File: config.mk
export PLATFORM = sky130hd
export DESIGN_NAME = multibank_next_fit_slot_allocator_unit
export DESIGN_NICKNAME = d
export VERILOG_FILES = /design/src/sv/mnfa_pkg.sv /design/src/sv/multibank_next_fit_slot_allocator_unit.sv /design/src/sv/mnfa_mark_ram.sv /design/src/sv/mnfa_window_scan.sv
export SDC_FILE = /design/constraint.sdc
export NUM_CORES = 1
export LEC_CHECK = 0
export ABC_AREA = 1
export BUFFER_PORTS_ARGS = -buffer_cell sky130_fd_sc_hd__buf_2
export CAP_MARGIN = 20
export CORE_ASPECT_RATIO = 0.8
export CORE_UTILIZATION = 33
export DETAILED_ROUTE_END_ITERATION = 10
export PLACE_DENSITY = 0.57
export SYNTH_ARGS = -nofsm -noshare
export SYNTH_HDL_FRONTEND = slang
export SYNTH_SLANG_ARGS = --single-unit
File: constraint.sdc
create_clock -name clock -period 6.5 [get_ports clock]
set_clock_uncertainty 0.2 [all_clocks]
set_input_delay 0.325 -clock clock [delete_from_list [all_inputs] [get_ports clock]]
set_output_delay 0.325 -clock clock [all_outputs]
set_load 0.05 [all_outputs]
File: src/sv/mnfa_pkg.sv
// Shared constants for the multibank next-fit slot allocator.
`default_nettype none

package mnfa_pkg;

   // Defaults for the top-level parameters
   localparam int DEF_NUM_BANKS      = 4;
   localparam int DEF_SLOTS_PER_BANK = 16;

   // Fixed port widths
   localparam int BANK_PORT_W = 2;
   localparam int SLOT_PORT_W = 4;
   localparam int CSR_IDX_W   = 3;
   localparam int CSR_DATA_W  = 5;

   // Number of bank length registers
   localparam int NUM_LEN_REGS = 4;

   // Slots examined per scan cycle
   localparam int SCAN_W = 4;

   // Request codes
   localparam logic REQ_ALLOC = 1'b0;
   localparam logic REQ_FREE  = 1'b1;

endpackage

`default_nettype wire

File: src/sv/multibank_next_fit_slot_allocator_unit.sv
// Top level of the multibank next-fit slot allocator.
//
// Usage: drive req_type/req_bank/req_slot with start high; the item is taken
// at a clock edge where start is high and busy is low. Every item yields one
// result, shown for a single cycle with rsp_valid high on rsp_ok,
// rsp_grant_bank and rsp_grant_slot. The receiver cannot stall the block.
// Bank lengths are written through csr_valid/csr_ready, csr_index, csr_data;
// csr_ready is high while the block is idle. A length write also empties the
// bank. Reset empties every bank, sets all lengths to the full bank size and
// makes bank zero current.
// Sequence from the accepting edge to the result cycle:
//   allocate: full banks are skipped in turn (up to NUM_BANKS), then the mark
//     row is read and scanned in windows of SCAN_W slots (1 to ceil(len/SCAN_W)
//     windows); if every bank is full the item fails after one full turn.
//   free in range: mark row read, then write-back; out of range: answered at once.
// The next item may be accepted in the result cycle. The mark row is read
// through a registered memory port before the window scan or write-back.
`default_nettype none

module multibank_next_fit_slot_allocator_unit #(
   parameter int NUM_BANKS      = mnfa_pkg::DEF_NUM_BANKS,
   parameter int SLOTS_PER_BANK = mnfa_pkg::DEF_SLOTS_PER_BANK
) (
   input  wire logic                                clock,
   input  wire logic                                reset,
   // Request channel
   input  wire logic                                start,
   output logic                                     busy,
   input  wire logic                                req_type,
   input  wire logic [mnfa_pkg::BANK_PORT_W-1:0]    req_bank,
   input  wire logic [mnfa_pkg::SLOT_PORT_W-1:0]    req_slot,
   // Result channel
   output logic                                     rsp_valid,
   output logic                                     rsp_ok,
   output logic      [mnfa_pkg::BANK_PORT_W-1:0]    rsp_grant_bank,
   output logic      [mnfa_pkg::SLOT_PORT_W-1:0]    rsp_grant_slot,
   // Configuration channel
   input  wire logic                                csr_valid,
   output logic                                     csr_ready,
   input  wire logic [mnfa_pkg::CSR_IDX_W-1:0]      csr_index,
   input  wire logic [mnfa_pkg::CSR_DATA_W-1:0]     csr_data
);

   localparam int BANK_W = (NUM_BANKS > 1) ? $clog2(NUM_BANKS) : 1;
   localparam int SLOT_W = $clog2(SLOTS_PER_BANK);
   localparam int LEN_W  = $clog2(SLOTS_PER_BANK + 1);
   localparam logic [SLOTS_PER_BANK-1:0] ONE_ROW = {{(SLOTS_PER_BANK-1){1'b0}}, 1'b1};

   // Sequencer states
   localparam logic [2:0] S_IDLE = 3'd0;
   localparam logic [2:0] S_SKIP = 3'd1;
   localparam logic [2:0] S_READ = 3'd2;
   localparam logic [2:0] S_SCAN = 3'd3;
   localparam logic [2:0] S_FREE = 3'd4;

   // Control state
   logic [2:0]        state_ff, state_in;
   logic [BANK_W-1:0] cur_bank_ff, cur_bank_in;
   logic [LEN_W-1:0]  len_ff [NUM_BANKS];
   logic [LEN_W-1:0]  len_in [NUM_BANKS];
   logic [LEN_W-1:0]  count_ff [NUM_BANKS];
   logic [LEN_W-1:0]  count_in [NUM_BANKS];
   logic [SLOT_W-1:0] next_ff [NUM_BANKS];
   logic [SLOT_W-1:0] next_in [NUM_BANKS];
   logic              rsp_valid_ff, rsp_valid_in;

   // Item payload
   logic              type_ff, type_in;
   logic [SLOT_W-1:0] slot_ff, slot_in;
   logic [BANK_W-1:0] bank_ff, bank_in;
   logic [BANK_W-1:0] skip_ff, skip_in;
   logic [SLOT_W-1:0] pos_ff, pos_in;
   logic [SLOT_W-1:0] pos0_ff, pos0_in;
   logic [LEN_W-1:0]  done_ff, done_in;
   logic              rsp_ok_ff, rsp_ok_in;
   logic [mnfa_pkg::BANK_PORT_W-1:0] rsp_bank_ff, rsp_bank_in;
   logic [mnfa_pkg::SLOT_PORT_W-1:0] rsp_slot_ff, rsp_slot_in;

   // Memory and scan hookup
   logic [SLOTS_PER_BANK-1:0] row;
   logic                      wr_en;
   logic [SLOTS_PER_BANK-1:0] wr_data;
   logic                      clr_en;
   logic [BANK_W-1:0]         clr_addr;
   logic                      found;
   logic [SLOT_W-1:0]         hit_slot;
   logic [SLOT_W-1:0]         step_pos;
   logic                      last_window;

   mnfa_mark_ram #(
      .NUM_BANKS      (NUM_BANKS),
      .SLOTS_PER_BANK (SLOTS_PER_BANK)
   ) u_mark_ram (
      .clock    (clock),
      .reset    (reset),
      .rd_addr  (bank_ff),
      .rd_data  (row),
      .wr_en    (wr_en),
      .wr_addr  (bank_ff),
      .wr_data  (wr_data),
      .clr_en   (clr_en),
      .clr_addr (clr_addr)
   );

   mnfa_window_scan #(
      .SLOTS_PER_BANK (SLOTS_PER_BANK)
   ) u_window_scan (
      .row         (row),
      .pos         (pos_ff),
      .done_cnt    (done_ff),
      .len         (len_ff[bank_ff]),
      .found       (found),
      .hit_slot    (hit_slot),
      .step_pos    (step_pos),
      .last_window (last_window)
   );

   assign busy           = (state_ff != S_IDLE);
   assign csr_ready      = (state_ff == S_IDLE);
   assign rsp_valid      = rsp_valid_ff;
   assign rsp_ok         = rsp_ok_ff;
   assign rsp_grant_bank = rsp_bank_ff;
   assign rsp_grant_slot = rsp_slot_ff;

   always_comb begin
      logic [BANK_W-1:0] fb;
      logic [BANK_W-1:0] cb;
      logic [BANK_W-1:0] ci;
      logic              free_hit;

      state_in     = state_ff;
      cur_bank_in  = cur_bank_ff;
      len_in       = len_ff;
      count_in     = count_ff;
      next_in      = next_ff;
      rsp_valid_in = 1'b0;
      type_in      = type_ff;
      slot_in      = slot_ff;
      bank_in      = bank_ff;
      skip_in      = skip_ff;
      pos_in       = pos_ff;
      pos0_in      = pos0_ff;
      done_in      = done_ff;
      rsp_ok_in    = rsp_ok_ff;
      rsp_bank_in  = rsp_bank_ff;
      rsp_slot_in  = rsp_slot_ff;
      wr_en        = 1'b0;
      wr_data      = row;
      clr_en       = 1'b0;
      fb           = BANK_W'(req_bank);
      cb           = cur_bank_ff;
      ci           = BANK_W'(csr_index);
      clr_addr     = ci;
      free_hit     = row[slot_ff];

      unique case (state_ff)
         S_IDLE: begin
            // Length write: clamp to bank size and empty the bank
            if (csr_valid && int'(csr_index) < mnfa_pkg::NUM_LEN_REGS
                && int'(csr_index) < NUM_BANKS) begin
               if (int'(csr_data) > SLOTS_PER_BANK) begin
                  len_in[ci] = LEN_W'(SLOTS_PER_BANK);
               end else begin
                  len_in[ci] = LEN_W'(csr_data);
               end
               count_in[ci] = '0;
               next_in[ci]  = '0;
               clr_en       = 1'b1;
            end
            if (start) begin
               type_in = req_type;
               slot_in = SLOT_W'(req_slot);
               if (req_type == mnfa_pkg::REQ_ALLOC) begin
                  skip_in  = '0;
                  state_in = S_SKIP;
               end else if (int'(req_bank) < NUM_BANKS
                            && int'(req_slot) < int'(len_ff[fb])) begin
                  cur_bank_in = fb;
                  bank_in     = fb;
                  state_in    = S_READ;
               end else begin
                  // Free out of range: answer at once, change nothing
                  rsp_valid_in = 1'b1;
                  rsp_ok_in    = 1'b0;
                  rsp_bank_in  = '0;
                  rsp_slot_in  = '0;
               end
            end
         end

         S_SKIP: begin
            if (count_ff[cb] < len_ff[cb]) begin
               bank_in  = cb;
               pos_in   = (LEN_W'(next_ff[cb]) >= len_ff[cb]) ? '0 : next_ff[cb];
               pos0_in  = (LEN_W'(next_ff[cb]) >= len_ff[cb]) ? '0 : next_ff[cb];
               done_in  = '0;
               state_in = S_READ;
            end else begin
               // Bank full: rotate, give up after one full turn
               cur_bank_in = (cb == BANK_W'(NUM_BANKS - 1)) ? '0 : cb + 1'b1;
               skip_in     = skip_ff + 1'b1;
               if (skip_ff == BANK_W'(NUM_BANKS - 1)) begin
                  rsp_valid_in = 1'b1;
                  rsp_ok_in    = 1'b0;
                  rsp_bank_in  = '0;
                  rsp_slot_in  = '0;
                  state_in     = S_IDLE;
               end
            end
         end

         S_READ: begin
            // Row read in flight
            state_in = (type_ff == mnfa_pkg::REQ_FREE) ? S_FREE : S_SCAN;
         end

         S_SCAN: begin
            if (found) begin
               wr_en             = 1'b1;
               wr_data           = row | (ONE_ROW << hit_slot);
               count_in[bank_ff] = count_ff[bank_ff] + 1'b1;
               next_in[bank_ff]  = ((LEN_W'(hit_slot) + 1'b1) == len_ff[bank_ff]) ?
                                   '0 : SLOT_W'(LEN_W'(hit_slot) + 1'b1);
               rsp_valid_in      = 1'b1;
               rsp_ok_in         = 1'b1;
               rsp_bank_in       = mnfa_pkg::BANK_PORT_W'(bank_ff);
               rsp_slot_in       = mnfa_pkg::SLOT_PORT_W'(hit_slot);
               state_in          = S_IDLE;
            end else if (last_window) begin
               // Whole bank scanned: pointer returns to its start
               next_in[bank_ff] = pos0_ff;
               rsp_valid_in     = 1'b1;
               rsp_ok_in        = 1'b0;
               rsp_bank_in      = '0;
               rsp_slot_in      = '0;
               state_in         = S_IDLE;
            end else begin
               pos_in  = step_pos;
               done_in = done_ff + LEN_W'(mnfa_pkg::SCAN_W);
            end
         end

         S_FREE: begin
            if (free_hit) begin
               wr_en   = 1'b1;
               wr_data = row & ~(ONE_ROW << slot_ff);
               if (count_ff[bank_ff] != '0) begin
                  count_in[bank_ff] = count_ff[bank_ff] - 1'b1;
               end
               next_in[bank_ff] = slot_ff;
            end
            rsp_valid_in = 1'b1;
            rsp_ok_in    = free_hit;
            rsp_bank_in  = '0;
            rsp_slot_in  = '0;
            state_in     = S_IDLE;
         end

         default: begin
            state_in = S_IDLE;
         end
      endcase
   end

   always_ff @(posedge clock) begin
      if (reset) begin
         state_ff     <= S_IDLE;
         cur_bank_ff  <= '0;
         rsp_valid_ff <= 1'b0;
         for (int b = 0; b < NUM_BANKS; b++) begin
            len_ff[b]   <= LEN_W'(SLOTS_PER_BANK);
            count_ff[b] <= '0;
            next_ff[b]  <= '0;
         end
      end else begin
         state_ff     <= state_in;
         cur_bank_ff  <= cur_bank_in;
         rsp_valid_ff <= rsp_valid_in;
         len_ff       <= len_in;
         count_ff     <= count_in;
         next_ff      <= next_in;
      end
   end

   // Payload registers: hold between updates, no reset needed
   always_ff @(posedge clock) begin
      type_ff     <= type_in;
      slot_ff     <= slot_in;
      bank_ff     <= bank_in;
      skip_ff     <= skip_in;
      pos_ff      <= pos_in;
      pos0_ff     <= pos0_in;
      done_ff     <= done_in;
      rsp_ok_ff   <= rsp_ok_in;
      rsp_bank_ff <= rsp_bank_in;
      rsp_slot_ff <= rsp_slot_in;
   end

endmodule

`default_nettype wire

File: src/sv/mnfa_mark_ram.sv
// Used/free mark memory: one row of marks per bank, with row valid bits.
`default_nettype none

module mnfa_mark_ram #(
   parameter int NUM_BANKS      = mnfa_pkg::DEF_NUM_BANKS,
   parameter int SLOTS_PER_BANK = mnfa_pkg::DEF_SLOTS_PER_BANK,
   localparam int BANK_W        = (NUM_BANKS > 1) ? $clog2(NUM_BANKS) : 1
) (
   input  wire logic                      clock,
   input  wire logic                      reset,
   input  wire logic [BANK_W-1:0]         rd_addr,
   output logic      [SLOTS_PER_BANK-1:0] rd_data,
   input  wire logic                      wr_en,
   input  wire logic [BANK_W-1:0]         wr_addr,
   input  wire logic [SLOTS_PER_BANK-1:0] wr_data,
   input  wire logic                      clr_en,
   input  wire logic [BANK_W-1:0]         clr_addr
);

   logic [SLOTS_PER_BANK-1:0] mem [NUM_BANKS];
   logic [NUM_BANKS-1:0]      row_valid_ff;
   logic [SLOTS_PER_BANK-1:0] rd_row_ff;

   // Row valid: cleared by reset or a length write, set by any row write
   always_ff @(posedge clock) begin
      if (reset) begin
         row_valid_ff <= '0;
      end else begin
         if (wr_en) begin
            row_valid_ff[wr_addr] <= 1'b1;
         end
         if (clr_en) begin
            row_valid_ff[clr_addr] <= 1'b0;
         end
      end
   end

   always_ff @(posedge clock) begin
      if (wr_en) begin
         mem[wr_addr] <= wr_data;
      end
   end

   // A row never written since its last clear reads as all free
   always_ff @(posedge clock) begin
      rd_row_ff <= row_valid_ff[rd_addr] ? mem[rd_addr] : '0;
   end

   assign rd_data = rd_row_ff;

endmodule

`default_nettype wire

File: src/sv/mnfa_window_scan.sv
// Window scan: checks SCAN_W consecutive slots of a row, with wrap, for a free mark.
`default_nettype none

module mnfa_window_scan #(
   parameter int SLOTS_PER_BANK = mnfa_pkg::DEF_SLOTS_PER_BANK,
   localparam int SLOT_W        = $clog2(SLOTS_PER_BANK),
   localparam int LEN_W         = $clog2(SLOTS_PER_BANK + 1)
) (
   input  wire logic [SLOTS_PER_BANK-1:0] row,
   input  wire logic [SLOT_W-1:0]         pos,
   input  wire logic [LEN_W-1:0]          done_cnt,
   input  wire logic [LEN_W-1:0]          len,
   output logic                           found,
   output logic      [SLOT_W-1:0]         hit_slot,
   output logic      [SLOT_W-1:0]         step_pos,
   output logic                           last_window
);

   localparam int SUM_W = LEN_W + 2;

   // Lowest lane that is still inside the bank and free wins
   always_comb begin
      logic [SUM_W-1:0] q;
      logic             lane_ok;
      found    = 1'b0;
      hit_slot = '0;
      for (int k = mnfa_pkg::SCAN_W - 1; k >= 0; k--) begin
         q = SUM_W'(pos) + SUM_W'(k);
         if (q >= SUM_W'(len)) begin
            q = q - SUM_W'(len);
         end
         lane_ok = ((SUM_W'(done_cnt) + SUM_W'(k)) < SUM_W'(len)) && !row[q[SLOT_W-1:0]];
         if (lane_ok) begin
            found    = 1'b1;
            hit_slot = q[SLOT_W-1:0];
         end
      end
   end

   // Advance one window with wrap; only used while more than a window remains
   always_comb begin
      logic [SUM_W-1:0] s;
      s = SUM_W'(pos) + SUM_W'(mnfa_pkg::SCAN_W);
      if (s >= SUM_W'(len)) begin
         s = s - SUM_W'(len);
      end
      step_pos    = s[SLOT_W-1:0];
      last_window = (SUM_W'(done_cnt) + SUM_W'(mnfa_pkg::SCAN_W)) >= SUM_W'(len);
   end

endmodule

`default_nettype wire
==> qor.yml <==
final_layout:
  area_growth_syn_to_layout_pct: 12.0
  insertedDiodeCount: 0
  drive_above_1_share_pct: 10.3
  fin_nets: 1643
floorplan:
  rows: 61
  die_y_um: 170
  dieArea_mm2: 0.0359
  io_pins: 29
  initial_core_util_pct: 33.5
  die_w_um: 212
  core_area_mm2: 0.0347
routing:
  drt-pass1-iter-count: 6
  wire_per_inst_um: 18.6
  viasPerCell: 5.42
  drt_iter0_drc: 1193
  wl_um: 38100
  ant_nets: 0
  drc: 0
  vias: 11100
clocking:
  cts_resized: 0
  clk_pin_slew_worst_paths_ns: 0.09
  cts-root-buf: "clkbuf_16"
  cts.sinks: 173
  ctsLongestPathBuffers: 2
  cts_tree: "built"
  cts_setup_buffers: 0
  htreeDepth: 4
  clk_latency_ns: 0.45
  postCtsHoldBufs: 6
  cts_made_buffers: 17
sta:
  period_share_pct: 89.9
  hold_viol: 0
  worst_pin_slew_ns: 0.990
  setup_violations: 0
  maxSlewHeadroom_pct: 33.7
  finalSetupTns_ns: 0
  max_freq_ghz: 0.171
  rsz0062_at_grt: "no"
  slew_violations: 0
  period_needed_ns: 5.85
setup_path:
  crit_path_max_fanout: 17
  path_buf_inv: 3
  critPathCaptureType: "flop"
  crit_family: "simple AND/OR/NAND/NOR gates"
  critical_path_class: "flop to flop"
  max_stage_delay_ns: 0.66
  cp_slowest_cell: "fa_1"
  start_kind: "flop"
  worstPathArrival_ns: 5.99
  worstPathRequired_ns: 6.64
synth:
  yosysUniqueCellTypes: 58
  ys_warn_count: 0
  syn_area_per_cell_um2: 7.53
  synth_edf_count: 91
  synthFlopType: "edfxtp_1"
  synth-async-reset-ratio_pct: 0
  seq_area_frac_synth_pct: 37.7
  syn_nets: 1618
  ys_ff_latch: 173
  syn-instance-count: 1541
  synth_area_mm2: 0.0116
min_path:
  hold_class: "input pin to flop"
status:
  status: "finished clean"
global_route:
  grt_first_pass_wirelength_um: 60300
  grt_pass1_vias: 10600
  grt_usage_pct: 21.8
  overflow: 0
  grt_max_degree: 39
  antenna_found_initial: 0
placement:
  port_buffers: 28
  gp_congestion: 0.953
  dpl.hpwl_um: 27400
run:
  maxCapViolations: 0
[cells in the mapped netlist, types with 4 or more instances]
library cell,count,area [um2]
nand2_1,278,1040
inv_1,181,679
nor2_1,176,661
o21ai_0,133,666
nand3_1,128,641
edfxtp_1,91,2730
a21oi_1,87,435
dfxtp_1,82,1640
ha_1,54,676
clkbuf_1,42,158
a31oi_1,25,156
a22oi_1,22,165
o22ai_1,21,131
a211oi_1,20,150
nor3_1,20,100
inv_2,15,56.3
nand2_2,13,81.3
a221oi_1,12,105
nand4_1,12,75.1
o21ai_1,11,55.1
nand3_2,10,100
xor2_1,10,87.6
o211ai_1,9,67.6
nand2_4,8,90.1
nand3_4,6,105
o21ai_2,6,52.6
xnor2_1,6,52.6
o21a_1,5,37.5
o31ai_1,5,37.5
a221oi_2,4,60.1
fa_1,4,80.1
nand3b_1,4,30.0
[cell usage in the layout, fill, tap and decap left out, types with 5 or more instances in the layout]
cell type | netlist | routed
o22ai_1 | 21 | 21
clkinv_8 | 0 | 6
dlygate4sd3_1 | 0 | 6
ha_1 | 54 | 54
nand4_1 | 12 | 12
o21ai_2 | 6 | 6
buf_4 | 1 | 24
a221oi_2 | 4 | 5
inv_2 | 15 | 15
a22oi_1 | 22 | 22
a31oi_1 | 25 | 25
o21ai_0 | 133 | 133
nor3_1 | 20 | 20
xnor2_1 | 6 | 6
nor2_1 | 176 | 175
o31ai_1 | 5 | 5
nand2_2 | 13 | 13
buf_2 | 3 | 28
o21ai_1 | 11 | 11
xor2_1 | 10 | 10
o21a_1 | 5 | 5
a211oi_1 | 20 | 20
edfxtp_1 | 91 | 91
clkbuf_16 | 0 | 17
inv_1 | 181 | 181
nand2_4 | 8 | 8
nand2_1 | 278 | 278
a21oi_1 | 87 | 87
nand3_1 | 128 | 128
nand3_2 | 10 | 10
nand3_4 | 6 | 6
o211ai_1 | 9 | 9
a221oi_1 | 12 | 11
dfxtp_1 | 82 | 82
[state kept, by name, summed over array words and instances, names as in the netlist]
register	flops
next_ff	16
pos_ff	4
u_mark_ram.mem	64
skip_ff	2
slot_ff	4
state_ff	3
len_ff	20
u_mark_ram.rd_data	16
count_ff	20
rsp_ok	1
cur_bank_ff	2
bank_ff	2
pos0_ff	4
type_ff	1
u_mark_ram.row_valid_ff	4
rsp_grant_slot	4
rsp_grant_bank	2
done_ff	3
rsp_valid	1
[worst min-delay path: cells and delay by family]
family / cells / cell delay (ns)
AOI/OAI and AO/OA: 1 / 0.17
buffers and inverters: 2 / 0.15
[per-stage QoR]
stage | instance area, um2 | hold slack [ns] | util, % | worst slack, ns | instances
final | 13000 | 0.0354 | 37.5 | 0.654 | 2051
after global routing | 13000 | 0.0496 | 37.5 | 0.135 | 2051
after CTS | 13000 | 0.0217 | 37.5 | 0.700 | 2051
after detailed placement | 12300 | 0.281 | 35.5 | 0.733 | 2013
after global placement | 12300 | 0.273 | 35.5 | 0.834 | 2013
after floorplan | 11600 | 0.224 | - | 1.02 | 1541
[kinds of logic (layout without fill, tap and decap cells)]
kind of cell               count (synthesis)  count (layout)  share of synthesized area [%]
DFF                                      173             173                           37.7
AOI/OAI and AO/OA                        379             379                           19.9
adders and majority gates                 58              58                           6.51
buffers and inverters                    250             288                           8.37
xor gates and xnor gates                  16              16                           1.21
and+or+nand+nor                          665             665                           26.3
[routing by layer]
layer	global-route usage [%]	vias up	part of all wire, %
li1	-	5351	-
met2	33.8	466	44
met4	6.21	0	1.7
met1	31.2	5256	47
met3	3.24	47	7.7
met5	0	-	0
[area by class of cell]
type                       count  area, um2
fill                        3684      21700
tap                          472        591
multi-input combinational   1118       6260
clock inverter                15        210
clock buffer                  17        425
sequential                   173       4370
timing repair buffer          58        380
inverter                     198        746
[path summary, 6_finish.rpt]
kind                             startpoint          end  slack, ns  cells after the start
worst max-delay path             bank_ff[0]  next_ff[14]       0.65                     30
worst min-delay path            csr_data[4]   len_ff[19]       0.04                      3
worst max register to register   bank_ff[0]  next_ff[14]       0.65                     30
worst min register to register  count_ff[8]  count_ff[8]       0.29                      2
Power is not shown: default switching activity piles up to over one toggle a cycle in this logic, so the estimate is an artifact.
